===== src/rtl/core/seo_pkg.sv =====
`timescale 1ns / 1ps
// ----------------------------------------------------------------------------
// seo_pkg
// Widths, shifts and shared types for the two-body outgoing energy pipeline.
// ----------------------------------------------------------------------------
package seo_pkg;

    // energy fixed point
    localparam int ENERGY_FRAC_BITS = 16;
    localparam int E_W              = 32;
    localparam int COS_W            = 16;
    localparam int RATIO_W          = 20;
    localparam int RATIO_FRAC       = 16;
    localparam int RATIO_ONE        = 1 << RATIO_FRAC;
    localparam int A_W              = RATIO_W + 1;
    localparam int D_W              = 2 * A_W;
    localparam int IN_DATA_W        = E_W + COS_W + E_W;
    localparam int USER_W           = 3;

    // sqrt(E) with E scaled to 32 fraction bits
    localparam int E_SHIFT    = 32 - ENERGY_FRAC_BITS;
    localparam int E64_W      = E_W + E_SHIFT;
    localparam int SQ1_STEPS  = (E64_W + 1) / 2;

    // T = r * |mu| * sqrt(E), 46 fraction bits
    localparam int RM_W       = RATIO_W + COS_W;
    localparam int T_W        = RM_W + SQ1_STEPS;
    localparam int TL_W       = T_W / 2;
    localparam int TH_W       = T_W - TL_W;
    localparam int T2_W       = 2 * T_W;

    // constant term products, aligned to 92 fraction bits
    localparam int DISC_ALIGN = 28;
    localparam int CP_W       = RATIO_W + E_W + 1;
    localparam int CPL_W      = CP_W / 2;
    localparam int CPH_W      = CP_W - CPL_W;
    localparam int CPA_W      = CP_W + A_W;
    localparam int CM_W       = E_W + A_W;
    localparam int TERM_SH    = E_SHIFT + DISC_ALIGN;
    localparam int CM_SH      = E_SHIFT + RATIO_FRAC + DISC_ALIGN;
    localparam int DISC_W     = ((T2_W > CM_W + CM_SH) ? T2_W : CM_W + CM_SH) + 1;

    // square root cell widths, sized for the discriminant root
    localparam int SQ2_STEPS  = (DISC_W + 1) / 2;
    localparam int RAD_W      = 2 * SQ2_STEPS;
    localparam int ROOT_W     = SQ2_STEPS;
    localparam int REM_W      = SQ2_STEPS + 2;

    // root numerators and their squares
    localparam int N_W        = ROOT_W + 1;
    localparam int NL_W       = N_W / 2;
    localparam int NH_W       = N_W - NL_W;
    localparam int NSQ_W      = 2 * N_W;
    localparam int N2_SH      = 60 - ENERGY_FRAC_BITS;
    localparam int N2_W       = NSQ_W - N2_SH;

    // quotient
    localparam int Q_W        = 32;
    localparam int DIV_STEPS  = Q_W;

    // restoring square root cell state
    typedef struct packed {
        logic [RAD_W-1:0]  rad;
        logic [REM_W-1:0]  rem;
        logic [ROOT_W-1:0] root;
    } sqrt_st_t;

    // restoring divider cell state
    typedef struct packed {
        logic [D_W-1:0] rem;
        logic [Q_W-1:0] num;
        logic [Q_W-1:0] quo;
    } div_st_t;

    // input beat fields
    typedef struct packed {
        logic [E_W-1:0]   exc;
        logic [COS_W-1:0] cos;
        logic [E_W-1:0]   inc;
    } item_t;

    // sideband next to the discriminant root chain
    typedef struct packed {
        logic [T_W-1:0] t;
        logic           neg;
        logic           noroot;
    } root_side_t;

    // sideband next to the divider chains
    typedef struct packed {
        logic sat_p;
        logic sat_m;
        logic noroot;
    } div_side_t;

    // result beat fields
    typedef struct packed {
        logic           sat;
        logic           minus;
        logic           noroot;
        logic [Q_W-1:0] energy;
    } result_t;

endpackage


===== src/rtl/core/seo_sqrt_cell.sv =====
`timescale 1ns / 1ps
// ----------------------------------------------------------------------------
// seo_sqrt_cell
// One step of a restoring square root: brings in two radicand bits and
// decides one root bit, then registers the state for the next cell.
// ----------------------------------------------------------------------------
module seo_sqrt_cell import seo_pkg::*; (
    input  logic     aclk,
    input  logic     aresetn,
    input  logic     en,
    input  logic     in_valid,
    input  sqrt_st_t in_st,
    output logic     out_valid,
    output sqrt_st_t out_st
);

    logic [REM_W-1:0] rem_sh;
    logic [REM_W-1:0] trial;
    logic [REM_W-1:0] diff;
    logic             ge;
    sqrt_st_t         st_next;
    sqrt_st_t         st_reg;
    logic             valid_reg;

    // trial subtract of (4*root + 1)
    always_comb begin
        rem_sh       = {in_st.rem[REM_W-3:0], in_st.rad[RAD_W-1 -: 2]};
        trial        = {in_st.root, 2'b01};
        ge           = (rem_sh >= trial);
        diff         = rem_sh - trial;
        st_next.rad  = in_st.rad << 2;
        st_next.rem  = ge ? diff : rem_sh;
        st_next.root = {in_st.root[ROOT_W-2:0], ge};
    end

    // valid flag
    always_ff @(posedge aclk) begin
        if (!aresetn) begin
            valid_reg <= 1'b0;
        end else if (en) begin
            valid_reg <= in_valid;
        end
    end

    // state register
    always_ff @(posedge aclk) begin
        if (en) begin
            st_reg <= st_next;
        end
    end

    assign out_valid = valid_reg;
    assign out_st    = st_reg;

endmodule


===== config.mk =====
export PLATFORM = sky130hd
export DESIGN_NAME = seo_sqrt_cell
export DESIGN_NICKNAME = d
export VERILOG_FILES = /design/src/rtl/core/seo_pkg.sv /design/src/rtl/core/seo_sqrt_cell.sv
export SDC_FILE = /design/constraint.sdc
export NUM_CORES = 1
export LEC_CHECK = 0
export ABC_AREA = 1
export BUFFER_PORTS_ARGS = -buffer_cell sky130_fd_sc_hd__buf_4
export CAP_MARGIN = 20
export CORE_AREA = 2 2 191 193
export DETAILED_ROUTE_END_ITERATION = 7
export DIE_AREA = 0 0 193 195
export GPL_ROUTABILITY_DRIVEN = 0
export PLACE_DENSITY_LB_ADDON = 0.05
export SLEW_MARGIN = 25
export SYNTH_ARGS = -nofsm -noshare
export SYNTH_HDL_FRONTEND = slang
export SYNTH_SLANG_ARGS = --single-unit

===== constraint.sdc =====
create_clock -name aclk -period 2.9 [get_ports aclk]
set_input_delay 0.29 -clock aclk [delete_from_list [all_inputs] [get_ports aclk]]
set_output_delay 0.29 -clock aclk [all_outputs]
set_load 0.01 [all_outputs]

==> flow_summary.toml <==
[run_status]
outcome = "finished clean"

[floorplanning]
initial_util = 0.4071
rows = 69
floorplan.die_area_um2 = 37640
floorplan.die.height_um = 195
pin_count = 497
core_area_um2 = 35400
die_x_um = 193

[detailed_routing]
vias_per_cell = 4.744
drt_pre_antenna_iters = 5
drc = 0
postRouteWirelength_um = 53290
dr_total_vias = 14180
first_iter_violations = 990
drtAntennaViolNets = 0
avgRoutedWirePerCell_um = 17.83

[sta]
grt_setup_unrepaired = "no"
max_freq_mhz = 368.1
actual_transition_at_the_worst_max_transition_pin_ps = 652.0
worst_clock_skew_ps = 0
timing.final.crit_share = 0.9367
slew_headroom = 0.5653
timing.final.setup_violations = 0
timing.setup.tns_ps = 0
post-route-min-period_ps = 2716
finalHoldViolations = 0
final_max_slew_viols = 0

[synthesis]
ys_warn_count = 0
number_of_library_cell_types_mapped_by_synthesis = 34
synth-main-ff-cell = "edfxtp_1"
synth-async-reset-ratio = 0
ys_ff_latch = 245
post_synth_inst_count = 1811
synth-edff-count = 244
syn_area_um2 = 14410
synth-seq-area-share = 0.5099
synthesis.area_per_instance_um2 = 7.957

[clock_tree]
post_cts_resized = 0
worstSkewPairLatency_ps = 530
cts-root-buf = "clkbuf_16"
tritoncts_num_sinks = 245
htree_num_levels = 1
tritoncts = "yes"
worst_setup_hold_path_clk_slew_ps = 50
clock_buffer_count_from_cts = 28
ctsLongestPathBuffers = 3

[layout]
postLayoutCellArea_um2 = 21480
area.growth.synth_to_final_pct = 49.08
design.final.nets = 2820
share_of_layout_cells_above_drive_strength_1 = 0.2268
layout.cells.non_filler = 2989

[pwr]
share_clk_of_total_power = 0.335
peakVddDrop_uv = 426.3
post_layout_total_power_mw = 10.90
power.share.switching = 0.2847
share_seq_of_total_power = 0.405
total_switching_power_mw = 3.103
powerDensity_nw_per_um2 = 507.3
power.share.combinational = 0.260
power.internal_mw = 7.796
p_leak_nw = 11.13

[global_routing]
grt_first_pass_wirelength_um = 78920
grt_start_max_net_pins = 74
track_usage = 0.2758
first_global_vias = 13970
globalRouteOverflowTotal = 0
grt_antenna_before_repair = 1

[setup_path]
critPathArrivalTime_ps = 3000
cp-end-kind = "register"
cp_slowest_cell = "dlygate4sd3_1"
crit_path_cell_trace = "dlygate4sd3_1 > buf_4 > inv_1 > ha_1 > nand2_1 > nor2_1 > nand2_1 > nor2_1 > nand3_1 > o21ai_1 > a21oi_4 > buf_12 > nand3_1 > nand2_1"
critical_path_required_ps = 3180
worstPathMaxFanout = 35
cell_occurring_most_often_along_the_worst_timing_path = "nand2_1"
max_stage_delay_ps = 580
cp-start-kind = "input port"
path_class = "in2reg"

[placement]
post_dp_cell_area_um2 = 18740
dpl.hpwl_um = 41130
io_buffers = 492
placed_cells = 2758

[flow_run]
max-cap-violations = 0

[hold_path]
worst_hold_path_type = "in2reg"
cells by family (layout without fill, tap and decap cells):
group                    count (synthesis)  count (layout)  synth area share
AO/OA/AOI/OAI                           49              49           0.01763
XOR/XNOR                                30              30           0.01823
adder cells (fa/ha/maj)                 63              63           0.05470
buffers and inverters                  415            1130            0.1126
flip-flops                             245             245            0.5099
other                                    1               3         0.0002602
AND/OR/NAND/NOR                       1008            1008            0.2867
Yosys cell counts (2+ instances only):
cell | number | area, µm²
ha_1 | 63 | 788.3
o21ai_1 | 2 | 10.01
nand3b_1 | 3 | 22.52
buf_4 | 2 | 15.01
and2_1 | 5 | 31.28
nand3_1 | 152 | 760.7
edfxtp_1 | 244 | 7327
a21oi_1 | 39 | 195.2
clkinv_1 | 2 | 7.510
nor3_2 | 2 | 20.02
inv_1 | 384 | 1441
buf_6 | 6 | 67.56
nor3_1 | 11 | 55.05
nand4_1 | 17 | 106.4
buf_2 | 10 | 50.05
inv_2 | 8 | 30.03
nand2_1 | 689 | 2586
nand2_2 | 6 | 37.54
or2_2 | 2 | 12.51
clkbuf_1 | 3 | 11.26
o21ai_0 | 5 | 25.02
nor2_1 | 107 | 401.6
xor2_1 | 30 | 262.8
nor4_1 | 2 | 12.51
nor2_2 | 8 | 50.05
cells in the final DEF, fill, tap and decap left out, types with 2 or more instances in the layout:
master         Yosys  final
nand2_1          689    689
buf_4              2    499
inv_1            384    384
edfxtp_1         244    244
dlygate4sd3_1      0    180
nand3_1          152    152
nor2_1           107    107
ha_1              63     63
a21oi_1           39     39
xor2_1            30     30
clkbuf_16          0     29
nand4_1           17     17
nor3_1            11     11
clkinv_1           2     10
inv_2              8      8
nor2_2             8      8
nand2_2            6      6
buf_12             0      6
o21ai_0            5      5
and2_1             5      5
bufinv_16          0      5
clkbuf_1           3      4
nand3b_1           3      3
clkinv_2           0      3
o21ai_1            2      2
nor3_2             2      2
nor4_1             2      2
or2_2              2      2
conb_1             1      2
worst max-delay path: cells and delay by family:
family / cells / cell delay, ps
buffers and inverters: 4 / 950
AOI/OAI and AO/OA: 2 / 330
adders and majority gates: 1 / 340
and+or+nand+nor: 7 / 1080
what timing repair did:
| action | CTS | global route |
|---|---|---|
| hold endpoints to repair | 180 | 0 |
| endpoints found under the setup margin | 0 | 0 |
| buffers inserted | 0 | 0 |
| hold buffers | 180 | 0 |
final timing paths:
check	slack, ps	from	cells past startpoint	endpoint
max	180	in_st[25]	14	out_st[67]$_DFFE_PP_
min	30	aresetn	3	out_valid$_SDFFE_PN0P_
max reg2reg	2200	out_valid$_SDFFE_PN0P_	2	out_valid$_SDFFE_PN0P_
min reg2reg	600	out_valid$_SDFFE_PN0P_	2	out_valid$_SDFFE_PN0P_
flip-flops by register name, indices dropped and copies added (netlist names):
register	cells
out_valid	1
out_st	244
layout make-up:
cell class                      count  area, µm²
Fill cell                        3180      13910
Sequential cell                   245       7347
Timing Repair Buffer              686       5683
Multi-Input combinational cell   1152       5451
Inverter                          394       1479
Clock buffer                       33      740.7
Tap cell                          461      576.8
Clock inverter                     17      202.7
Antenna cell                        1      2.502
power groups by stage:
stage | combinational [mW] | clock, mW | sequential (mW)
finish | 2.83 | 3.65 | 4.41
floorplan | 1.09 | 0 | 4.66
global placement | 2.59 | 0 | 4.47
CTS | 2.82 | 3.75 | 4.41
global route | 3.10 | 3.87 | 4.44
detailed placement | 2.61 | 0 | 4.48
routing by layer:
layer / part of all wire / track usage / wire length [µm]
met2: 0.46 / 0.4605 / 24770
met5: 0 / 0 / 0
met4: 0.048 / 0.1212 / 2532
met3: 0.071 / 0.04026 / 3800
met1: 0.42 / 0.3544 / 22180
metrics by stage:
step           setup WS [ps]  hold WS, ps  utilization
6_report               183.7        28.80       0.6069
5_1_grt                50.60        18.88       0.6069
4_1_cts                286.4        6.750       0.6069
3_5_place_dp           253.1        469.2       0.5293
3_3_place_gp           298.2        468.2       0.5293
2_1_floorplan          852.8        383.5            -
No activity file was read; power rests on OpenSTA's default activity.
