[config.mk]
export PLATFORM = sky130hd
export DESIGN_NAME = seo_div_cell
export DESIGN_NICKNAME = d
export VERILOG_FILES = /design/src/rtl/core/seo_pkg.sv /design/src/rtl/core/seo_div_cell.sv
export SDC_FILE = /design/constraint.sdc
export NUM_CORES = 1
export LEC_CHECK = 0
export ABC_AREA = 1
export BUFFER_PORTS_ARGS = -buffer_cell sky130_fd_sc_hd__buf_2
export CAP_MARGIN = 20
export CORE_MARGIN = 1.5
export CORE_UTILIZATION = 55
export CTS_BUF_LIST = sky130_fd_sc_hd__clkbuf_4 sky130_fd_sc_hd__clkbuf_8 sky130_fd_sc_hd__clkbuf_16
export DETAILED_ROUTE_END_ITERATION = 8
export PLACE_DENSITY_LB_ADDON = 0.12
export SYNTH_ARGS = -nofsm -noshare
export SYNTH_HDL_FRONTEND = slang
export SYNTH_SLANG_ARGS = --single-unit
[constraint.sdc]
create_clock -name aclk -period 4 [get_ports aclk]
set_input_delay 0.6 -clock aclk [delete_from_list [all_inputs] [get_ports aclk]]
set_output_delay 0.6 -clock aclk [all_outputs]
set_load 0.02 [all_outputs]
[src/rtl/core/seo_pkg.sv]
`timescale 1ns / 1ps
// ----------------------------------------------------------------------------
// seo_pkg
// Widths, shifts and shared types for the two-body outgoing energy pipeline.
// ----------------------------------------------------------------------------
package seo_pkg;

    // energy fixed point
    localparam int ENERGY_FRAC_BITS = 16;
    localparam int E_W              = 32;
    localparam int COS_W            = 16;
    localparam int RATIO_W          = 20;
    localparam int RATIO_FRAC       = 16;
    localparam int RATIO_ONE        = 1 << RATIO_FRAC;
    localparam int A_W              = RATIO_W + 1;
    localparam int D_W              = 2 * A_W;
    localparam int IN_DATA_W        = E_W + COS_W + E_W;
    localparam int USER_W           = 3;

    // sqrt(E) with E scaled to 32 fraction bits
    localparam int E_SHIFT    = 32 - ENERGY_FRAC_BITS;
    localparam int E64_W      = E_W + E_SHIFT;
    localparam int SQ1_STEPS  = (E64_W + 1) / 2;

    // T = r * |mu| * sqrt(E), 46 fraction bits
    localparam int RM_W       = RATIO_W + COS_W;
    localparam int T_W        = RM_W + SQ1_STEPS;
    localparam int TL_W       = T_W / 2;
    localparam int TH_W       = T_W - TL_W;
    localparam int T2_W       = 2 * T_W;

    // constant term products, aligned to 92 fraction bits
    localparam int DISC_ALIGN = 28;
    localparam int CP_W       = RATIO_W + E_W + 1;
    localparam int CPL_W      = CP_W / 2;
    localparam int CPH_W      = CP_W - CPL_W;
    localparam int CPA_W      = CP_W + A_W;
    localparam int CM_W       = E_W + A_W;
    localparam int TERM_SH    = E_SHIFT + DISC_ALIGN;
    localparam int CM_SH      = E_SHIFT + RATIO_FRAC + DISC_ALIGN;
    localparam int DISC_W     = ((T2_W > CM_W + CM_SH) ? T2_W : CM_W + CM_SH) + 1;

    // square root cell widths, sized for the discriminant root
    localparam int SQ2_STEPS  = (DISC_W + 1) / 2;
    localparam int RAD_W      = 2 * SQ2_STEPS;
    localparam int ROOT_W     = SQ2_STEPS;
    localparam int REM_W      = SQ2_STEPS + 2;

    // root numerators and their squares
    localparam int N_W        = ROOT_W + 1;
    localparam int NL_W       = N_W / 2;
    localparam int NH_W       = N_W - NL_W;
    localparam int NSQ_W      = 2 * N_W;
    localparam int N2_SH      = 60 - ENERGY_FRAC_BITS;
    localparam int N2_W       = NSQ_W - N2_SH;

    // quotient
    localparam int Q_W        = 32;
    localparam int DIV_STEPS  = Q_W;

    // restoring square root cell state
    typedef struct packed {
        logic [RAD_W-1:0]  rad;
        logic [REM_W-1:0]  rem;
        logic [ROOT_W-1:0] root;
    } sqrt_st_t;

    // restoring divider cell state
    typedef struct packed {
        logic [D_W-1:0] rem;
        logic [Q_W-1:0] num;
        logic [Q_W-1:0] quo;
    } div_st_t;

    // input beat fields
    typedef struct packed {
        logic [E_W-1:0]   exc;
        logic [COS_W-1:0] cos;
        logic [E_W-1:0]   inc;
    } item_t;

    // sideband next to the discriminant root chain
    typedef struct packed {
        logic [T_W-1:0] t;
        logic           neg;
        logic           noroot;
    } root_side_t;

    // sideband next to the divider chains
    typedef struct packed {
        logic sat_p;
        logic sat_m;
        logic noroot;
    } div_side_t;

    // result beat fields
    typedef struct packed {
        logic           sat;
        logic           minus;
        logic           noroot;
        logic [Q_W-1:0] energy;
    } result_t;

endpackage

[src/rtl/core/seo_div_cell.sv]
`timescale 1ns / 1ps
// ----------------------------------------------------------------------------
// seo_div_cell
// One step of a restoring divider: shifts in one numerator bit and
// decides one quotient bit against the shared divisor.
// ----------------------------------------------------------------------------
module seo_div_cell import seo_pkg::*; (
    input  logic           aclk,
    input  logic           aresetn,
    input  logic           en,
    input  logic [D_W-1:0] divisor,
    input  logic           in_valid,
    input  div_st_t        in_st,
    output logic           out_valid,
    output div_st_t        out_st
);

    logic [D_W:0] rem_sh;
    logic [D_W:0] diff;
    logic         ge;
    div_st_t      st_next;
    div_st_t      st_reg;
    logic         valid_reg;

    // trial subtract of the divisor
    always_comb begin
        rem_sh      = {in_st.rem, in_st.num[Q_W-1]};
        ge          = (rem_sh >= {1'b0, divisor});
        diff        = rem_sh - {1'b0, divisor};
        st_next.rem = ge ? diff[D_W-1:0] : rem_sh[D_W-1:0];
        st_next.num = in_st.num << 1;
        st_next.quo = {in_st.quo[Q_W-2:0], ge};
    end

    // valid flag
    always_ff @(posedge aclk) begin
        if (!aresetn) begin
            valid_reg <= 1'b0;
        end else if (en) begin
            valid_reg <= in_valid;
        end
    end

    // state register
    always_ff @(posedge aclk) begin
        if (en) begin
            st_reg <= st_next;
        end
    end

    assign out_valid = valid_reg;
    assign out_st    = st_reg;

endmodule
==> metrics.yaml, run 1 <==
synth:
  synth.net_count: 1169
  post_synth.cell_area_avg_um2: 7.44
  synth_sequential_area_ratio_pct: 43.8
  mappedNetlistArea_um2: 7240
  ys_async_sr_fraction_pct: 0
  synth_cells: 974
  yosys_most_used_dff: "sky130_fd_sc_hd__edfxtp_1"
  synth_enable_flop_cells: 105
  postSynthRegisterBits: 106
  post_synth_num_cell_types: 35
  synth.yosys.warnings: 0
worst_setup_path:
  cp_data_required_time_ns: 4.22
  critPathCapture: "out_st[87]$_DFFE_PP_"
  critical_path_arrival_ns: 2.87
  worstSetupStartpoint: "divisor[25]"
  end_of_the_worst_register_to_register_path: "out_valid$_SDFFE_PN0P_"
  r2r_slack_ns: 3.38
  ff_to_ff_path_depth: 2
  cp-start-kind: "input port"
  timing.critical_path.to_type: "register"
  worstReg2RegStart: "out_valid$_SDFFE_PN0P_"
  critical_path_class: "input port to register"
  path_max_fanout: 41
die:
  die_height_um: 118
  ios: 259
  floorplan.die.width_um: 118
  floorplan.initialDensity_pct: 56.9
  core_area_um2: 12700
  die_area_um2: 13900
  floorplan.rows: 41
power_and_ir_drop:
  static-leakage-power_nw: 4.97
  vdd_drop_max_v: 0.000213
  power.density_nw_per_um2: 359
worst_hold_path:
  hp-class: "input port to register"
grt:
  grt_pass1_wl_um: 31200
  overflow: 0
  via_count_of_the_first_global_routing_pass: 6227
  antenna_found_initial: 1
  grt_use_total_pct: 28.7
  grt_start_max_net_pins: 76
placed_design:
  dpl.hpwl_um: 16500
  routability_congestion_estimate: 0.987
  portBuffers: 256
route:
  drtAntennaViolNets: 0
  drc_errors: 0
  routedWlPerCell_um: 14.2
  detailroute.via_count: 6798
  post_drt_via_cell_ratio: 4.81
  number_of_optimization_iterations_in_the_first_detailed_route_pass: 5
  drtIter0Drc: 487
  drt_wirelength_um: 20000
clock_network:
  postCtsResizedCells: 0
  cts_buffers: 9
  worst_skew_pair.late_latency_ns: 0.35
  tritoncts: "yes"
  cts.hold.buffers_added: 0
  cts_root_buf: "sky130_fd_sc_hd__clkbuf_16"
  clock_path_buffers: 2
  cts_setup_buffers: 0
  cts.reportedPaths.clkPinSlew_ns: 0.08
  tritoncts_num_sinks: 106
  htree_levels: 3
sta:
  number_of_setup_violations_in_the_final_report: 0
  fmax_mhz: 378
  timing.clock.skew_ns: 0
  timing_hold_violations_final: 0
  setup-tns-final_ns: 0
  rsz_0062_raised_after_global_routing: "no"
  slew_headroom_pct: 38.6
  hold_ws_ns: 0.418
  min_period_ns: 2.65
  final-max-slew-violation-count: 0
  worstMarginPinSlew_ns: 0.921
  finalCritPeriodShare_pct: 66.2
outcome:
  status: "complete, no violations"
job:
  drv_cap: 0
layout:
  filler_cell_count: 1136
  final_layout_size_suffix_gt1_share_pct: 23.6
  area_growth_from_synthesis_to_layout_pct: 23.9
  design.final.nets: 1430
-- registers in the layout, indices dropped and copies added (netlist names) --
name       flops
out_st       105
out_valid      1
-- worst max-delay path, stage by stage --
cell                      delay [ns]
sky130_fd_sc_hd__buf_2          0.08
sky130_fd_sc_hd__inv_1          0.04
sky130_fd_sc_hd__ha_1           0.38
sky130_fd_sc_hd__nand2_1        0.14
sky130_fd_sc_hd__inv_1          0.08
sky130_fd_sc_hd__a21oi_1        0.23
sky130_fd_sc_hd__nand2_1        0.15
sky130_fd_sc_hd__a21oi_2        0.14
sky130_fd_sc_hd__nand2_1        0.11
sky130_fd_sc_hd__nand2_2        0.09
sky130_fd_sc_hd__nand2_4        0.20
sky130_fd_sc_hd__inv_4          0.41
sky130_fd_sc_hd__nand2_1        0.12
sky130_fd_sc_hd__nand2_1        0.09
-- cells in the final DEF, fill, tap and decap left out, types with 2 or more instances in the layout --
cell type / Yosys / routed
sky130_fd_sc_hd__inv_8: 0 / 2
sky130_fd_sc_hd__ha_1: 42 / 42
sky130_fd_sc_hd__nand2_1: 389 / 389
sky130_fd_sc_hd__or2_2: 2 / 2
sky130_fd_sc_hd__nor2_2: 4 / 4
sky130_fd_sc_hd__edfxtp_1: 105 / 105
sky130_fd_sc_hd__o21bai_1: 5 / 5
sky130_fd_sc_hd__nand4_1: 5 / 5
sky130_fd_sc_hd__clkbuf_16: 0 / 9
sky130_fd_sc_hd__buf_2: 0 / 255
sky130_fd_sc_hd__nand3b_1: 5 / 5
sky130_fd_sc_hd__clkinv_4: 0 / 3
sky130_fd_sc_hd__nand2_2: 4 / 4
sky130_fd_sc_hd__nand3_1: 55 / 55
sky130_fd_sc_hd__a21oi_1: 36 / 36
sky130_fd_sc_hd__and2_1: 3 / 3
sky130_fd_sc_hd__xor2_1: 22 / 22
sky130_fd_sc_hd__nor2_1: 66 / 66
sky130_fd_sc_hd__nor3_1: 4 / 4
sky130_fd_sc_hd__o21ai_0: 14 / 14
sky130_fd_sc_hd__clkinv_1: 2 / 2
sky130_fd_sc_hd__inv_2: 2 / 2
sky130_fd_sc_hd__buf_4: 5 / 4
sky130_fd_sc_hd__inv_1: 186 / 186
-- stage by stage --
step | area (um^2) | power [mW] | utilization (%) | std cells | setup slack [ns]
floorplan | 7240 | 2.05 | - | 974 | 1.72
global placement | 8680 | 2.37 | 68.2 | 1396 | 1.04
detailed placement | 8680 | 2.38 | 68.2 | 1396 | 1.01
CTS | 8970 | 3.23 | 70.5 | 1412 | 1.37
global route | 8970 | 3.39 | 70.5 | 1413 | 1.14
finish | 8970 | 3.22 | 70.5 | 1413 | 1.35
-- worst min-delay path by stage --
stage,startpoint,end,depth (start not counted)
global placement,out_valid$_SDFFE_PN0P_,out_valid$_SDFFE_PN0P_,2
detailed placement,out_valid$_SDFFE_PN0P_,out_valid$_SDFFE_PN0P_,2
floorplan,out_valid$_SDFFE_PN0P_,out_valid$_SDFFE_PN0P_,2
CTS,in_st[57],out_st[58]$_DFFE_PP_,1
finish,in_st[6],out_st[7]$_DFFE_PP_,1
global route,in_st[50],out_st[51]$_DFFE_PP_,1
-- synthesized netlist by cell type (5+ instances only) --
master                     count  area [um^2]
sky130_fd_sc_hd__nor2_1       66          248
sky130_fd_sc_hd__buf_4         5         37.5
sky130_fd_sc_hd__o21ai_0      14         70.1
sky130_fd_sc_hd__nand3b_1      5         37.5
sky130_fd_sc_hd__nand3_1      55          275
sky130_fd_sc_hd__inv_1       186          698
sky130_fd_sc_hd__xor2_1       22          193
sky130_fd_sc_hd__a21oi_1      36          180
sky130_fd_sc_hd__o21bai_1      5         37.5
sky130_fd_sc_hd__nand2_1     389         1460
sky130_fd_sc_hd__edfxtp_1    105         3150
sky130_fd_sc_hd__ha_1         42          526
sky130_fd_sc_hd__nand4_1       5         31.3
-- power by group --
group,total (mW),switching (mW),internal (mW)
logic,0.971,0.643,0.328
clock network,0.861,0.417,0.444
registers,1.39,0.0266,1.37
-- routing by layer --
layer | up-vias | global-route usage (%) | share of wire (%)
met5 | - | 0 | 0
met4 | 0 | 8.84 | 1.9
met3 | 26 | 4.26 | 5.4
met2 | 212 | 50.5 | 50
met1 | 3007 | 36.4 | 43
li1 | 3553 | - | -
-- layout make-up --
| class | instances | area, um^2 | area share [%] |
|---|---|---|---|
| Tap cell | 172 | 215 | 2.40 |
| Sequential cell | 106 | 3170 | 35.4 |
| Clock inverter | 6 | 57.6 | 0.641 |
| Clock buffer | 10 | 233 | 2.59 |
| Timing Repair Buffer | 259 | 1310 | 14.6 |
| Inverter | 191 | 719 | 8.02 |
| Multi-Input combinational cell | 668 | 3270 | 36.4 |
| Antenna cell | 1 | 2.50 | 0.0279 |
-- logic make-up after synthesis --
group	after synthesis	share of synthesized area [%]
XOR/XNOR	22	2.66
adder cells (fa/ha/maj)	43	7.53
AO/OA/AOI/OAI	59	4.37
AND/OR/NAND/NOR	543	30.5
other	1	0.0518
buffers and inverters	200	11.1
flip-flops	106	43.8
Note: power is estimated with default switching activity, not from simulation.
==> run 2: changes to the inputs <==
Settings changed: CORE_UTILIZATION 55 to 51.
Clock period 4 ns to 2.7 ns, I/O delays scaled along.
==> run 2 against run 1 <==
  * Combinational power up 50%
  * Sequential power up 48%
  * Power up 49%
  * Count of clock-buffer cells in the layout unchanged
  * Flip-flop and latch count unchanged
  * Wire length up 5.2%
  * First-iteration DRC count up 2.7%
  * Setup slack worse by 0.85 ns
  * Global-route usage down 0.37 points
  * Register-to-register slack worse by 1.4 ns
  * Non-clock buffer count up 5
==> metrics.yaml, run 2 (synthesized netlist as in run 1, its figures left out) <==
layout:
  design.final.nets: 1435  # +0.35%
  layout_common_cells: "389 x sky130_fd_sc_hd__nand2_1, 255 x sky130_fd_sc_hd__buf_2, 186 x sky130_fd_sc_hd__inv_1"
  filler_cell_count: 1268  # +12%
  seq_area_um2: 3170  # unchanged
  largest_reg_flops: 105  # unchanged
  finish.instance_area_um2: 9040  # +0.70%
  mostFrequentLayoutCell: "sky130_fd_sc_hd__nand2_1"
  diodes: 0  # -1
  area_growth_from_synthesis_to_layout_pct: 24.8
  multi_input_comb_area_um2: 3270  # unchanged
  final_layout_size_suffix_gt1_share_pct: 23.9  # +0.31 points
route:
  routedWlPerCell_um: 14.8  # +4.3%
  detailroute.via_count: 6939  # +2.1%
  number_of_optimization_iterations_in_the_first_detailed_route_pass: 5  # unchanged
  drc_errors: 0  # unchanged
  drtIter0Drc: 500  # +2.7%
  post_drt_via_cell_ratio: 4.87  # +1.2%
  drtAntennaViolNets: 0  # unchanged
  drt_wirelength_um: 21100  # +5.2%
clock_network:
  worst_skew_pair.late_latency_ns: 0.35  # about the same
  cts_buffers: 9  # unchanged
  tritoncts_num_sinks: 106  # unchanged
  postCtsResizedCells: 0  # unchanged
  cts.reportedPaths.clkPinSlew_ns: 0.08  # about the same
  cts.hold.buffers_added: 0  # unchanged
  cts_root_buf: "sky130_fd_sc_hd__clkbuf_16"
  tritoncts: "yes"
  cts_setup_buffers: 0  # unchanged
  htree_levels: 3  # unchanged
  clock_path_buffers: 2  # unchanged
power_and_ir_drop:
  power.density_nw_per_um2: 531  # +48%
  vdd_drop_max_v: 0.000286  # +34%
  static-leakage-power_nw: 5.00  # +0.55%
worst_setup_path:
  r2r_slack_ns: 1.97  # -1.41 ns
  critical_path_class: "input port to register"
  critPathCapture: "out_st[80]$_DFFE_PP_"
  timing.critical_path.to_type: "register"
  path_max_fanout: 41  # unchanged
  worstReg2RegStart: "out_valid$_SDFFE_PN0P_"
  critical_path_arrival_ns: 2.42  # -0.45 ns
  end_of_the_worst_register_to_register_path: "out_valid$_SDFFE_PN0P_"
  ff_to_ff_path_depth: 2  # unchanged
  cp_data_required_time_ns: 2.92  # -1.30 ns
  worstSetupStartpoint: "divisor[25]"
  cp-start-kind: "input port"
die:
  die_area_um2: 14900  # +7.6%
  die_height_um: 122  # +3.7%
  floorplan.rows: 43  # +4.9%
  core_area_um2: 13900  # +9.1%
  floorplan.die.width_um: 122  # +3.7%
  floorplan.initialDensity_pct: 52.2  # -4.8 points
  ios: 259  # unchanged
sta:
  timing.clock.skew_ns: 0  # unchanged
  rsz_0062_raised_after_global_routing: "no"
  fmax_mhz: 455
  timing_hold_violations_final: 0  # unchanged
  final-max-slew-violation-count: 0  # unchanged
  setup-tns-final_ns: 0  # unchanged
  finalCritPeriodShare_pct: 81.5
  number_of_setup_violations_in_the_final_report: 0  # unchanged
  min_period_ns: 2.20
job:
  drv_cap: 0  # unchanged
grt:
  via_count_of_the_first_global_routing_pass: 6252  # +0.40%
  grt_pass1_wl_um: 31900  # +2.2%
  grt_start_max_net_pins: 42  # -45%
  grt_use_total_pct: 28.3  # -0.37 points
  overflow: 0  # unchanged
  antenna_found_initial: 0  # -1
placed_design:
  dpl.hpwl_um: 17300  # +5.1%
  placed_cell_area_um2: 8750  # +0.84%
  routability_congestion_estimate: 0.927  # -6.1%
  portBuffers: 256  # unchanged
outcome:
  status: "complete, no violations"
worst_hold_path:
  hold-path-cell-count: 1  # unchanged
  hp-class: "input port to register"
run 2: cell count changes in the layout (fill, tap and decap cells not counted), sizes merged:
cell and change:
clkinv -1, buf +5, diode -1, clkinvlp +1
run 2: through the flow:
| step | std cells | total power [mW] | hold slack, ns | utilization, % | setup WS, ns |
|---|---|---|---|---|---|
| CTS | 1425 | 4.82 | 0.209 | 65.1 | 0.500 |
| finish | 1425 | 4.80 | 0.220 | 65.1 | 0.500 |
| floorplan | 974 | 3.04 | 0.498 | - | 0.619 |
| detailed placement | 1409 | 3.55 | 0.531 | 63.1 | 0.149 |
| global placement | 1409 | 3.53 | 0.527 | 63.1 | 0.177 |
| global route | 1425 | 5.06 | 0.201 | 65.1 | 0.266 |
run 2: where the power goes:
part	leakage [nW]	switching [mW]	internal [mW]	total [mW]
sequential	1.04	0.0385	2.02	2.06
clock	0.139	0.624	0.650	1.27
combinational	3.82	0.966	0.498	1.46
total	5.00	1.63	3.17	4.80
run 2: area by class of cell:
type | count | area share (%)
multi-input cells | 668 | 36.2
flip-flops and latches | 106 | 35.1
repair buffers | 264 | 15.1
inverters | 191 | 7.96
clock buffers | 10 | 2.58
well taps | 180 | 2.49
clock inverters | 6 | 0.554
run 2: worst max-delay path: stages:
cell,delay (ns)
sky130_fd_sc_hd__buf_2,0.08
sky130_fd_sc_hd__inv_1,0.03
sky130_fd_sc_hd__ha_1,0.37
sky130_fd_sc_hd__nand2_1,0.13
sky130_fd_sc_hd__inv_1,0.08
sky130_fd_sc_hd__a21oi_1,0.20
sky130_fd_sc_hd__nand2_1,0.14
sky130_fd_sc_hd__a21oi_2,0.14
sky130_fd_sc_hd__nand2_1,0.12
sky130_fd_sc_hd__nand2_2,0.10
sky130_fd_sc_hd__nand2_4,0.07
sky130_fd_sc_hd__inv_4,0.32
sky130_fd_sc_hd__nand2_1,0.13
sky130_fd_sc_hd__nand2_1,0.08
run 2: worst min path at each step:
stage                                  end                    from
global route           out_st[8]$_DFFE_PP_                in_st[7]
finish                out_st[12]$_DFFE_PP_               in_st[11]
detailed placement  out_valid$_SDFFE_PN0P_  out_valid$_SDFFE_PN0P_
floorplan           out_valid$_SDFFE_PN0P_                      en
CTS                   out_st[12]$_DFFE_PP_               in_st[11]
global placement    out_valid$_SDFFE_PN0P_  out_valid$_SDFFE_PN0P_
run 2: per-layer routing:
layer	vias to the layer above	track usage [%]	wire, um
met3	20	5.66	1420
met4	0	6.18	297
li1	3564	-	-
met1	3117	35.7	8970
met2	238	50.2	10400
met5	-	0	0
